$ cat src/rtl/vifbc_pkg.sv
// Package for the VLAN/IPv4 flow byte counter.
// Holds the result codes, protocol constants and the structs passed between modules.
// No dependencies.
package vifbc_pkg;

  localparam int unsigned TableEntriesDef = 1024;
  localparam int unsigned MaxVlanTagsDef  = 2;

  localparam logic [15:0] PROTO_VLAN_Q  = 16'h8100;
  localparam logic [15:0] PROTO_VLAN_AD = 16'h88a8;
  localparam logic [15:0] PROTO_IPV4    = 16'h0800;
  localparam logic [3:0]  IP_VERSION    = 4'd4;
  localparam int unsigned EthHdrLen     = 14;
  localparam int unsigned VlanTagLen    = 4;
  localparam int unsigned IpHdrLen      = 20;
  localparam logic [5:0]  POS_MAX       = 6'd63;

  typedef enum logic [2:0] {
    STAT_EXIST  = 3'd0,
    STAT_NEW    = 3'd1,
    STAT_NOT_IP = 3'd2,
    STAT_TRUNC  = 3'd3,
    STAT_FULL   = 3'd4,
    STAT_READ   = 3'd5
  } status_e;

  typedef enum logic [2:0] {
    ENG_IDLE,
    ENG_SEARCH,
    ENG_UPDATE,
    ENG_RDWAIT,
    ENG_DONE
  } eng_state_e;

  // Summary of a frame at its last byte
  typedef struct packed {
    logic        ok;
    status_e     stat;
    logic [15:0] len;
    logic [31:0] src;
    logic [31:0] dst;
  } frm_t;

  // One result item
  typedef struct packed {
    status_e     stat;
    logic        slot_valid;
    logic [31:0] src;
    logic [31:0] dst;
    logic [63:0] bytes;
    logic [15:0] ip_len;
  } res_t;

endpackage

$ cat src/rtl/vifbc_parser.sv
// Byte-serial Ethernet/VLAN/IPv4 header parser.
// Captures total length and addresses; depends on vifbc_pkg.
module vifbc_parser import vifbc_pkg::*; #(
  parameter int unsigned MAX_VLAN_TAGS = MaxVlanTagsDef
) (
  input  logic       clk_i,
  input  logic       rst_ni,
  input  logic       byte_acc_i,
  input  logic [7:0] data_byte_i,
  input  logic       last_byte_i,
  output frm_t       frm_o
);

  localparam logic [6:0] VlanLimit = 7'(EthHdrLen + VlanTagLen * MAX_VLAN_TAGS);

  logic [5:0]  pos_q, pos_d;
  logic [4:0]  start_q, start_d;
  logic [15:0] proto_q, proto_d;
  logic        ver_q, ver_d;
  logic [15:0] len_q, len_d;
  logic [31:0] src_q, src_d;
  logic [31:0] dst_q, dst_d;

  logic [6:0]  p7, s7, len7, sd7;
  logic [4:0]  off;
  logic [15:0] pr;

  // Per-byte field extraction
  always_comb begin
    pos_d   = pos_q;
    start_d = start_q;
    proto_d = proto_q;
    ver_d   = ver_q;
    len_d   = len_q;
    src_d   = src_q;
    dst_d   = dst_q;
    p7      = {1'b0, pos_q};
    s7      = {2'b0, start_q};
    off     = 5'(p7 - s7);
    pr      = {proto_q[15:8], data_byte_i};
    if (p7 == s7 - 7'd2) begin
      proto_d = {data_byte_i, 8'h00};
    end else if (p7 == s7 - 7'd1) begin
      proto_d = pr;
      if ((pr == PROTO_VLAN_Q || pr == PROTO_VLAN_AD) && s7 < VlanLimit) begin
        start_d = start_q + 5'(VlanTagLen);
      end
    end else if (p7 >= s7 && p7 < s7 + 7'(IpHdrLen)) begin
      if (off == 5'd0) begin
        ver_d = (data_byte_i[7:4] == IP_VERSION);
      end else if (off == 5'd2 || off == 5'd3) begin
        len_d = {len_q[7:0], data_byte_i};
      end else if (off >= 5'd12 && off <= 5'd15) begin
        src_d = {src_q[23:0], data_byte_i};
      end else if (off >= 5'd16) begin
        dst_d = {dst_q[23:0], data_byte_i};
      end
    end
    if (pos_q != POS_MAX) begin
      pos_d = pos_q + 6'd1;
    end
  end

  // Frame verdict from the updated fields
  always_comb begin
    len7       = {1'b0, pos_d};
    sd7        = {2'b0, start_d};
    frm_o.ok   = 1'b0;
    frm_o.stat = STAT_TRUNC;
    frm_o.len  = len_d;
    frm_o.src  = src_d;
    frm_o.dst  = dst_d;
    if (len7 < sd7) begin
      frm_o.stat = STAT_TRUNC;
    end else if (proto_d != PROTO_IPV4) begin
      frm_o.stat = STAT_NOT_IP;
    end else if (len7 < sd7 + 7'(IpHdrLen)) begin
      frm_o.stat = STAT_TRUNC;
    end else if (!ver_d) begin
      frm_o.stat = STAT_NOT_IP;
    end else begin
      frm_o.ok   = 1'b1;
      frm_o.stat = STAT_NEW;
    end
  end

  // Parse registers; cleared after the last byte
  always_ff @(posedge clk_i or negedge rst_ni) begin
    if (!rst_ni) begin
      pos_q   <= '0;
      start_q <= 5'(EthHdrLen);
      proto_q <= '0;
      ver_q   <= 1'b0;
      len_q   <= '0;
      src_q   <= '0;
      dst_q   <= '0;
    end else if (byte_acc_i) begin
      if (last_byte_i) begin
        pos_q   <= '0;
        start_q <= 5'(EthHdrLen);
        proto_q <= '0;
        ver_q   <= 1'b0;
        len_q   <= '0;
        src_q   <= '0;
        dst_q   <= '0;
      end else begin
        pos_q   <= pos_d;
        start_q <= start_d;
        proto_q <= proto_d;
        ver_q   <= ver_d;
        len_q   <= len_d;
        src_q   <= src_d;
        dst_q   <= dst_d;
      end
    end
  end

endmodule

$ cat config.mk
export PLATFORM = sky130hd
export DESIGN_NAME = vifbc_parser
export DESIGN_NICKNAME = d
export VERILOG_FILES = /design/src/rtl/vifbc_pkg.sv /design/src/rtl/vifbc_parser.sv
export SDC_FILE = /design/constraint.sdc
export NUM_CORES = 1
export LEC_CHECK = 0
export BUFFER_PORTS_ARGS = -buffer_cell sky130_fd_sc_hd__buf_4
export CAP_MARGIN = 20
export CORE_ASPECT_RATIO = 1.75
export CORE_MARGIN = 2
export CORE_UTILIZATION = 57
export DETAILED_ROUTE_END_ITERATION = 7
export GPL_TIMING_DRIVEN = 0
export PLACE_DENSITY = 0.8
export SYNTH_ARGS = -nofsm -noshare
export SYNTH_HDL_FRONTEND = slang
export SYNTH_SLANG_ARGS = --single-unit
export TNS_END_PERCENT = 100
$ cat constraint.sdc
create_clock -name clk_i -period 4.05 [get_ports clk_i]
set_input_delay 0.2025 -clock clk_i [delete_from_list [all_inputs] [get_ports clk_i]]
set_output_delay 0.2025 -clock clk_i [all_outputs]
set_load 0.01 [all_outputs]
======== After elaboration in Yosys (flattened, before gate mapping) ========
Index checks and enable logic that the tools add are counted.
word-level totals
  word-level logic and storage cells ...... 80
  bits of input ports ..................... 12
  memory bits (read-only) ................. 0
  memories ................................ 0
  bits in latches ......................... 0
  flip-flop bits (word level) ............. 108
  RAM bits ................................ 0
  output and inout bits ................... 84
operators by class
  div/mod/pow operators ................... 0
  order comparisons ....................... 8
  multipliers ............................. 0
  reduce and logical (&&, ||, !) cells .... 6
  add/sub/neg operators ................... 7
  bitwise gates (word level) .............. 0
  muxes and demuxes ....................... 43
  shift-type cells ........................ 0
  equality and inequality tests ........... 9
operators by type and width
  operator                                                               number
  32-bit two-way mux                                                     15
  16-bit two-way mux                                                     8
  16-bit == test, second input constant                                  2
  5-bit two-way mux                                                      4
  16-bit by 12-bit != test with 1-bit output, second input constant      1
  6-bit by 7-bit == test with 1-bit output                               2
  5-bit by 5-bit adder with 6-bit output, second input constant          2
  6-bit less-than comparator                                             2
  6-bit two-way mux                                                      2
  5-bit by 2-bit == test with 1-bit output, second input constant        2
  1-bit two-way mux                                                      9
  2-bit two-way mux                                                      4
  8-bit two-way mux                                                      1
  6-bit by 1-bit adder with 6-bit output, second input constant          1
  6-bit by 5-bit >= comparator with 1-bit output                         1
  6-bit by 5-bit less-than comparator with 1-bit output                  1
  6-bit != test, second input constant                                   1
  5-bit by 1-bit subtractor with 6-bit output, second input constant     1
  5-bit by 2-bit subtractor with 6-bit output, second input constant     1
  5-bit by 3-bit adder with 5-bit output, second input constant          1
  5-bit by 4-bit >= comparator with 1-bit output, second input constant  1
  5-bit >= comparator, second input constant                             1
  5-bit by 4-bit <= comparator with 1-bit output, second input constant  1
  5-bit zero test                                                        1
  5 further kinds                                                        8

======== Longest topological paths before layout ========
Gate-level depths: netlist (run 1).
  depth after elaboration ................. 11
  mapped depth ............................ 19
  depth with buffers taken out ............ 16

======== Worst setup path after synthesis (run 1) ========
No wires, ideal clock.
  kind .................................... register to output
  from .................................... reg start_q[2]
  to ...................................... out frm_o[83] (netlist bit)
  arrival time ............................ 3,407 ps
  cell stages (with the launch flop) ...... 18
  path slack .............................. 441 ps
  cells stage by stage .................... dfstp_2 -> inv_1 -> ha_1 -> xnor2_1 -> nor3_1 -> and3_1 -> buf_2 -> and3_1 -> buf_2 -> mux2i_1 -> inv_1 -> ha_1 -> inv_1 -> ha_1 -> o21a_1 -> o211ai_1 -> a21boi_0 -> and3_1
RTL lines
  what                    RTL line             source
  from (decl)             vifbc_parser.sv:17   logic [4:0] start_q, start_d;
  from (signal assigned)  vifbc_parser.sv:91   start_q <= 5'(EthHdrLen);
  from (signal assigned)  vifbc_parser.sv:100  start_q <= 5'(EthHdrLen);
  from (signal assigned)  vifbc_parser.sv:108  start_q <= start_d;
  to (decl)               vifbc_parser.sv:11   output frm_t frm_o

==> flow_metrics.tcl, run 1 <==
set metrics [dict create \
    routed_via_density 6.30 \
    path_cells "clkinvlp_4 -> ha_1 -> xnor2_1 -> nor3_2 -> and3_1 -> buf_6 -> and3_4 -> mux2i_4 -> inv_2 -> ha_4 -> inv_2 -> ha_4 -> o21a_1 -> o211ai_1 -> a21boi_1 -> and3_1 -> buf_4" \
    firstDrtPassIters 5 \
    gpl.final_weighted_congestion 0.893 \
    pre_cts_slack_ns -0.0890 \
    clk_latency_ns 0.35 \
    synth_edf_count 0 \
    grt_setup_unrepaired "yes" \
    maxCapViolCount 0 \
    p_leak_nw 3.78 \
    maxSlewViolCount 0 \
    ys_seq_area_share_pct 44.2 \
    cts_made_buffers 9 \
    dpl.cell_count 726 \
    powerDensity_mw_per_mm2 288 \
    cp.arrival_ns 3.82 \
    fin_crit_sh_pct 99.3 \
    worstSetupStartpointType "register" \
    fin_skew_ns 0.00795 \
    setup_tns_ns 0 \
    start_util_pct 58.9 \
    synthFlopType "dfrtp_1" \
    clockRootBuffer "clkbuf_16" \
    final_design_area_no_fill_sq_mm 0.00746 \
    fmax_mhz 249 \
    period_needed_ns 4.02 \
    routed_wl_microns 16300 \
    die_h_microns 140 \
    portBuffers 89 \
    synth.avg_cell_area_sq_um 11.9 \
    antenna_cells 0 \
    place_area_sq_mm 0.00692 \
    io_pins 96 \
    dieWidth_microns 82.0 \
    syn_area_sq_mm 0.00606 \
    vias 4806 \
    crit_required_ns 3.85 \
    critPathTopFamily "simple AND/OR/NAND/NOR gates" \
    grt_pass1_wl_microns 24700 \
    path_max_fanout 3 \
    clock_sinks 107 \
    avgRoutedWirePerCell_microns 21.3 \
    max_slew_margin_pct 43.0 \
    hold_path_class "in2reg" \
    dp_hpwl_microns 11300 \
    grt_overflow 0 \
    groute.usage.overall_pct 28.1 \
    holdWs_ns 0.269 \
    cts_max_level 3 \
    hold_viol_final 0 \
    setup_viol 0 \
    tightest_slew_ns 0.848 \
    path_clk_slew_ns 0.07 \
    cts_tree "yes" \
    netlist_instances 509 \
    outcome "complete, no violations" \
    synthDistinctLibCells 60 \
    layout.nets 667 \
    grt_pass1_vias 4875 \
    layout_common_cells "117 x buf_4, 104 x dfrtp_1, 96 x a22o_1, 80 x mux2_2, 21 x ha_1" \
    critPathKind "reg2out" \
    syn_to_final_growth_pct 23.1 \
    drive_gt1_share_pct 41.7 \
    cp-end-kind "output pin" \
    final_cells 763 \
    antenna_found_initial 0 \
    peakVddDrop_v 0.000241 \
    synth_warnings 0 \
    core_sq_mm 0.0103 \
    cts_buffer_depth 2 \
    fin_ws_ns 0.0299 \
    ant_nets 0 \
    syn_nets 545 \
    final_common_cell "buf_4" \
    ys_ff_latch 107 \
    cpMaxStageDelayCell "dfstp_2" \
    grt_max_degree 76 \
    dieArea_sq_mm 0.0115 \
    max_stage_delay_ns 0.57 \
    synthArstFlopShare_pct 100 \
    post-route-drc-count 0 \
    rows 49 \
    drtIter0Drc 198 \
    critPathBufInv 5 \
]
==> power breakdown <==
group	total, W	internal, W	switching, W
registers	0.00108	0.00107	0.00000868
clock network	0.000873	0.000449	0.000425
logic	0.000193	0.0000672	0.000126
total	0.00215	0.00159	0.000559
==> cells by family after synthesis <==
family                     share of synthesized area [%]
other                                              0.124
adders and majority gates                           5.08
AOI/OAI and AO/OA                                   20.8
and+or+nand+nor                                     8.09
muxes                                               15.8
xor gates and xnor gates                            1.44
buffers and inverters                               4.44
DFF                                                 44.2
==> worst paths after layout <==
path | from | depth (start not counted) | end | slack (ns)
max | start_q[2] | 17 | frm_o[83] | 0.03
min | byte_acc_i | 3 | src_q[0] | 0.27
max reg2reg | start_q[2] | 14 | proto_q[15] | 0.55
min reg2reg | ver_q | 1 | ver_q | 0.50
max in group asynchronous | rst_ni | 3 | dst_q[26] | 2.99
min in group asynchronous | rst_ni | 2 | src_q[22] | 0.33
==> worst reg2reg max path: stages, from the launching register on <==
cell,delay [ns]
dfstp_2,0.57
clkinvlp_4,0.13
ha_1,0.33
xnor2_1,0.14
nor3_2,0.16
buf_4,0.14
buf_4,0.09
buf_4,0.09
buf_4,0.09
buf_4,0.09
buf_4,0.09
buf_4,0.09
nand3_1,0.33
nor3_1,0.83
a22o_1,0.26
==> per-layer routing <==
metal  track usage (%)  routed length [microns]
met5                 0                        0
met4              11.8                      557
met3              4.38                      632
met2              49.9                     9020
met1              32.4                     6070
==> flip-flops by register name, summed over array words and instances, names as in the netlist <==
signal   flops
dst_q       32
len_q       16
pos_q        6
proto_q     16
src_q       32
start_q      4
ver_q        1
==> what timing repair did <==
action,4_1_cts,5_1_grt
cloned,0,0
hold buffers,1,0
buffers inserted,12,9
pin swaps,4,10
hold endpoints to repair,29,0
gates resized for setup,9,12
setup endpoints to repair,3,42
==> layout make-up <==
| cell class | instances | area, sq um |
|---|---|---|
| buffer | 40 | 235 |
| multi-input combinational | 351 | 3180 |
| fill | 725 | 2840 |
| clock inverter | 6 | 57.6 |
| timing repair buffer | 112 | 867 |
| tap | 127 | 159 |
| sequential | 107 | 2680 |
| inverter | 10 | 41.3 |
| clock buffer | 10 | 239 |
==> cells in the mapped netlist, types with 7 or more instances <==
cell type	n	area, sq um
dfrtp_1	104	2600
a22o_1	96	841
mux2_2	80	901
ha_1	23	288
buf_2	17	85.1
clkbuf_1	13	48.8
nand2_1	13	48.8
nor2_1	11	41.3
a21oi_1	10	50.1
inv_1	10	37.5
and3_1	8	50.1
o21ai_0	8	40.0
buf_4	7	52.6
nand3_1	7	35.0
nor2b_1	7	43.8
==> through the flow <==
stage,power (W),utilization [%]
finish,0.00215,72.4
global placement,0.00126,66.9
detailed placement,0.00127,67.2
floorplan,0.00120,-
CTS,0.00214,71.3
global route,0.00222,72.4
(Power assumes the default switching activity.)
==> run 2, diff against run 1 <==
==> constraint.sdc (replaced) <==
create_clock -name clk_i -period 4.05 [get_ports clk_i]
set_input_delay 0.6075 -clock clk_i [delete_from_list [all_inputs] [get_ports clk_i]]
set_output_delay 0.6075 -clock clk_i [all_outputs]
set_load 0.01 [all_outputs]
==> flow_metrics.tcl, run 2 (synthesized netlist as in run 1, its figures left out) <==
set metrics [dict create \
    ant_nets 0 \
    path_max_fanout 3 \
    routed_via_density 6.63 \
    maxSlewViolCount 0 \
    drive_gt1_share_pct 46.8 \
    antenna_cells 0 \
    worstSetupStartpointType "register" \
    maxCapViolCount 0 \
    cp.arrival_ns 3.70 \
    max_slew_margin_pct 40.1 \
    cts_tree "yes" \
    start_util_pct 58.9 \
    hold_viol_final 0 \
    path_clk_slew_ns 0.08 \
    clockRootBuffer "clkbuf_16" \
    groute.usage.overall_pct 29.2 \
    fmax_mhz 232 \
    firstDrtPassIters 5 \
    reg2reg_from "start_q[2]" \
    total_power_w 0.00220 \
    wl_met1_microns 6910 \
    hold_path_class "in2async" \
    layout.nets 700 \
    top_regs "dst_q x32, src_q x32" \
    setup_tns_ns -5.35 \
    violations "negative setup slack" \
    final_common_cell "dfrtp_1" \
    fin_ws_ns -0.258 \
    gpl.final_weighted_congestion 0.893 \
    clock_sinks 107 \
    rows 49 \
    grt_overflow 0 \
    top_layer_used "met4" \
    crit_required_ns 3.44 \
    final_design_area_no_fill_sq_mm 0.00845 \
    clk_latency_ns 0.36 \
    core_sq_mm 0.0103 \
    die_h_microns 140 \
    post-route-drc-count 0 \
    dieArea_sq_mm 0.0115 \
    setup_viol 82 \
    syn_to_final_growth_pct 39.4 \
    fin_crit_sh_pct 106 \
    wl_met2_microns 10600 \
    period_needed_ns 4.31 \
    rr_worst_depth 15 \
    drtIter0Drc 334 \
    grt_setup_unrepaired "yes" \
    p_leak_nw 4.09 \
    routed-wl-met3_microns 888 \
    tightest_slew_ns 0.892 \
    io_pins 96 \
    antenna_found_initial 0 \
    dieWidth_microns 82.0 \
    fin_skew_ns 0.0125 \
    hold_buffers 0 \
    cp-end-kind "output pin" \
    grt_max_degree 76 \
    multiInputGateArea_sq_mm 0.00357 \
    dp_hpwl_microns 11300 \
    cts_made_buffers 9 \
    critPathKind "reg2out" \
    avgRoutedWirePerCell_microns 24.8 \
    powerDensity_mw_per_mm2 260 \
    grt_pass1_wl_microns 25700 \
    portBuffers 89 \
    seqCellArea_sq_mm 0.00268 \
    fill_cells 509 \
    cts_buffer_depth 2 \
    vias 5279 \
    finish.utilization_pct 82.1 \
    layout_common_cells "104 x dfrtp_1, 96 x a22o_1, 84 x buf_4, 69 x mux2_4, 57 x buf_6" \
    routed_wl_microns 19700 \
    peakVddDrop_v 0.000250 \
    grt_pass1_vias 5074 \
    cp-startpoint "start_q[2]" \
    place_area_sq_mm 0.00692 \
    cts_max_level 3 \
    outcome "complete, but fails checks" \
]
## run 2: cell types whose count changed in the layout (fill, tap and decap cells not counted), sizes merged
cell | before | now
buf | 138 | 169
clkbuf | 23 | 26
dlygate4sd3 | 1 | 0
## run 2: metrics by stage
stage | hold WS (ns) | worst slack, ns | instances
global route | 0.223 | -0.371 | 796
detailed placement | 0.476 | -0.494 | 726
floorplan | 0.312 | 0.0356 | 509
finish | 0.193 | -0.258 | 796
CTS | 0.206 | -0.384 | 774
global placement | 0.467 | -0.445 | 725
## run 2: area by class of cell
type | instances | share of cell area, %
flip-flops and latches | 107 | 31.7
clock inverters | 6 | 0.681
well taps | 127 | 1.88
clock buffers | 10 | 2.83
repair buffers | 146 | 16.9
inverters | 10 | 0.488
multi-input cells | 351 | 42.2
plain buffers | 39 | 3.36
## run 2: timing repair
action                                  CTS  global route
cloned                                    1             7
buffers inserted                         31            17
pin swaps                                16            22
resized for setup                        32           163
endpoints found under the setup margin   76            82
## run 2: worst paths after layout
path                              to  slack (ns)
min                        src_q[22]        0.19
max                        frm_o[83]       -0.26
max in group asynchronous   len_q[2]        3.12
min in group clk_i             ver_q        0.50
max reg2reg                dst_q[11]        0.63
min reg2reg                    ver_q        0.50
## run 2: power breakdown
| part | switching [W] | leakage [nW] | internal (W) |
|---|---|---|---|
| sequential | 0.00000988 | 1.48 | 0.00107 |
| combinational | 0.000143 | 2.46 | 0.0000824 |
| clock | 0.000443 | 0.147 | 0.000450 |
| total | 0.000595 | 4.09 | 0.00160 |
## run 2: routing by layer
metal,vias to the layer above,global-route usage [%]
met4,0,13.6
met3,97,4.57
met2,245,52.2
li1,2251,-
met5,-,0
met1,2686,32.8
## run 2: critical path, cell delays in order (launching register included)
cell	delay (ns)
dfstp_2	0.56
clkinvlp_4	0.16
buf_6	0.15
ha_2	0.19
o211ai_1	0.26
and3_4	0.26
and3_4	0.21
mux2i_4	0.25
inv_2	0.07
ha_4	0.26
inv_2	0.04
ha_4	0.24
o21a_1	0.11
o211ai_1	0.11
a21boi_1	0.18
and3_1	0.20
buf_6	0.10
==> run 3, diff against run 2 <==
- BUFFER_PORTS_ARGS: -buffer_cell sky130_fd_sc_hd__buf_4 -> unset
- CORE_UTILIZATION: 57 -> 64
- DONT_BUFFER_PORTS: unset -> 1
==> flow_metrics.tcl, run 3 (synthesized netlist as in run 1, its figures left out) <==
set metrics [dict create \
    path_clk_slew_ns 0.07 \
    cp.arrival_ns 3.57 \
    syn_to_final_growth_pct 21.4 \
    busiest_layer "met2" \
    hold_path_class "in2async" \
    tightest_slew_ns 0.886 \
    top_regs "dst_q x32, src_q x32" \
    period_needed_ns 4.18 \
    r2r-end "len_q[6]" \
    grt_overflow 0 \
    drive_gt1_share_pct 36.2 \
    die_h_microns 133 \
    portBuffers 0 \
    max_slew_margin_pct 40.5 \
    setup_tns_ns -1.52 \
    grt_setup_unrepaired "yes" \
    fin_ws_ns -0.128 \
    post-route-drc-count 0 \
    dieWidth_microns 77.6 \
    gpl.final_weighted_congestion 0.883 \
    switching_share_pct 26.3 \
    grt_pass1_wl_microns 24800 \
    setup_viol 28 \
    fin_crit_sh_pct 103 \
    hold_viol_final 0 \
    cts_max_level 3 \
    cts_made_buffers 9 \
    use_met1_pct 34.4 \
    r2r_setup_slack_ns 0.60 \
    powerDensity_mw_per_mm2 288 \
    grt_max_degree 105 \
    routed_wl_microns 16900 \
    maxCapViolCount 0 \
    p_clk_share_pct 40.4 \
    holdWs_ns 0.0992 \
    worstSetupStartpointType "register" \
    power_frac_comb_pct 8.5 \
    dieArea_sq_mm 0.0103 \
    antenna_cells 0 \
    layout.nets 589 \
    maxSlewViolCount 0 \
    seqPwrFrac_pct 51.1 \
    io_pins 96 \
    ant_nets 0 \
    cp-end-kind "output pin" \
    clk_latency_ns 0.35 \
    start_util_pct 64.8 \
    antenna_found_initial 0 \
    rr_worst_depth 15 \
    drtIter0Drc 309 \
    grt_pass1_vias 4671 \
    rows 47 \
    pre_cts_slack_ns -0.479 \
    violations "negative setup slack" \
    path_cells "clkinvlp_4 -> buf_6 -> ha_4 -> nor2b_4 -> xnor2_2 -> and3_4 -> and3_4 -> mux2i_4 -> inv_2 -> ha_4 -> inv_2 -> ha_4 -> o21a_1 -> o211ai_1 -> a21boi_1 -> and3_4" \
    reg2reg_from "start_q[2]" \
    final_common_cell "dfrtp_1" \
    path_max_fanout 4 \
    clockRootBuffer "clkbuf_16" \
    layout_common_cells "104 x dfrtp_1, 96 x a22o_1, 74 x mux2_4, 24 x buf_4" \
    switching_power_w 0.000558 \
    routed_via_density 6.91 \
    met3_usage_pct 6.41 \
    cts_buffer_depth 2 \
    gr-usage-met2_pct 53.4 \
    internal-power_w 0.00156 \
    cpMaxStageDelayCell "dfstp_2" \
    avgRoutedWirePerCell_microns 24.9 \
    critPathKind "reg2out" \
    vias 4701 \
    p_leak_nw 3.43 \
    firstDrtPassIters 4 \
    cts_tree "yes" \
    clock_sinks 107 \
    fmax_mhz 239 \
    peakVddDrop_v 0.000232 \
    outcome "complete, but fails checks" \
    finish.utilization_pct 78.7 \
    fin_skew_ns 0.00879 \
    crit_required_ns 3.44 \
    max_stage_delay_ns 0.57 \
    dp_hpwl_microns 10500 \
    groute.usage.overall_pct 30.5 \
    core_sq_mm 0.00935 \
]
[run 3: power by group through the flow]
| stage | combinational, W | sequential [W] | clock (W) |
|---|---|---|---|
| after detailed placement | 0.000139 | 0.00110 | 0 |
| final | 0.000180 | 0.00108 | 0.000857 |
| after floorplan | 0.000105 | 0.00110 | 0 |
| after CTS | 0.000168 | 0.00108 | 0.000863 |
| after global placement | 0.000133 | 0.00110 | 0 |
| after global routing | 0.000197 | 0.00108 | 0.000903 |
[run 3: through the flow]
| step | power [W] | instance area, sq um | instances |
|---|---|---|---|
| final | 0.00212 | 7360 | 680 |
| after global routing | 0.00218 | 7360 | 680 |
| after detailed placement | 0.00124 | 6220 | 631 |
| after global placement | 0.00124 | 6220 | 631 |
| after floorplan | 0.00120 | 6060 | 509 |
| after CTS | 0.00211 | 6820 | 671 |
[run 3: area by class of cell]
type                       instances  area, sq um
inverter                          10         41.3
clock inverter                     7         62.6
clock buffer                       9          225
multi-input combinational        351         3570
tap                              122          153
buffer                            37          255
fill                             487         1990
timing repair buffer              37          368
sequential                       107         2680
[run 3: routing by layer]
layer,up-vias,wire length [microns]
met5,-,0
met4,0,825
met3,67,866
met2,201,8960
met1,2408,6270
li1,2025,-
[run 3: worst max-delay path, delay by kind of cell, from the launching register on]
kind | cells | cell delay [ns]
muxes | 1 | 0.27
AOI/OAI and AO/OA | 3 | 0.40
adders and majority gates | 3 | 0.66
xor gates and xnor gates | 1 | 0.15
DFF | 1 | 0.57
buffers and inverters | 4 | 0.39
and+or+nand+nor | 4 | 0.79
[run 3: worst max-delay path by stage]
stage	end	startpoint
after detailed placement	frm_o[83]	start_q[2]
after global placement	frm_o[83]	start_q[2]
after floorplan	frm_o[83]	start_q[2]
after global routing	frm_o[83]	start_q[2]
after CTS	frm_o[83]	start_q[2]
final	frm_o[83]	start_q[2]
[run 3: what timing repair did]
item / CTS / global route
gates resized for setup: 28 / 118
hold buffers: 1 / 0
setup buffers: 22 / 11
gates cloned: 1 / 2
hold endpoints to repair: 104 / 0
setup endpoints to repair: 70 / 83
pin swaps: 18 / 22
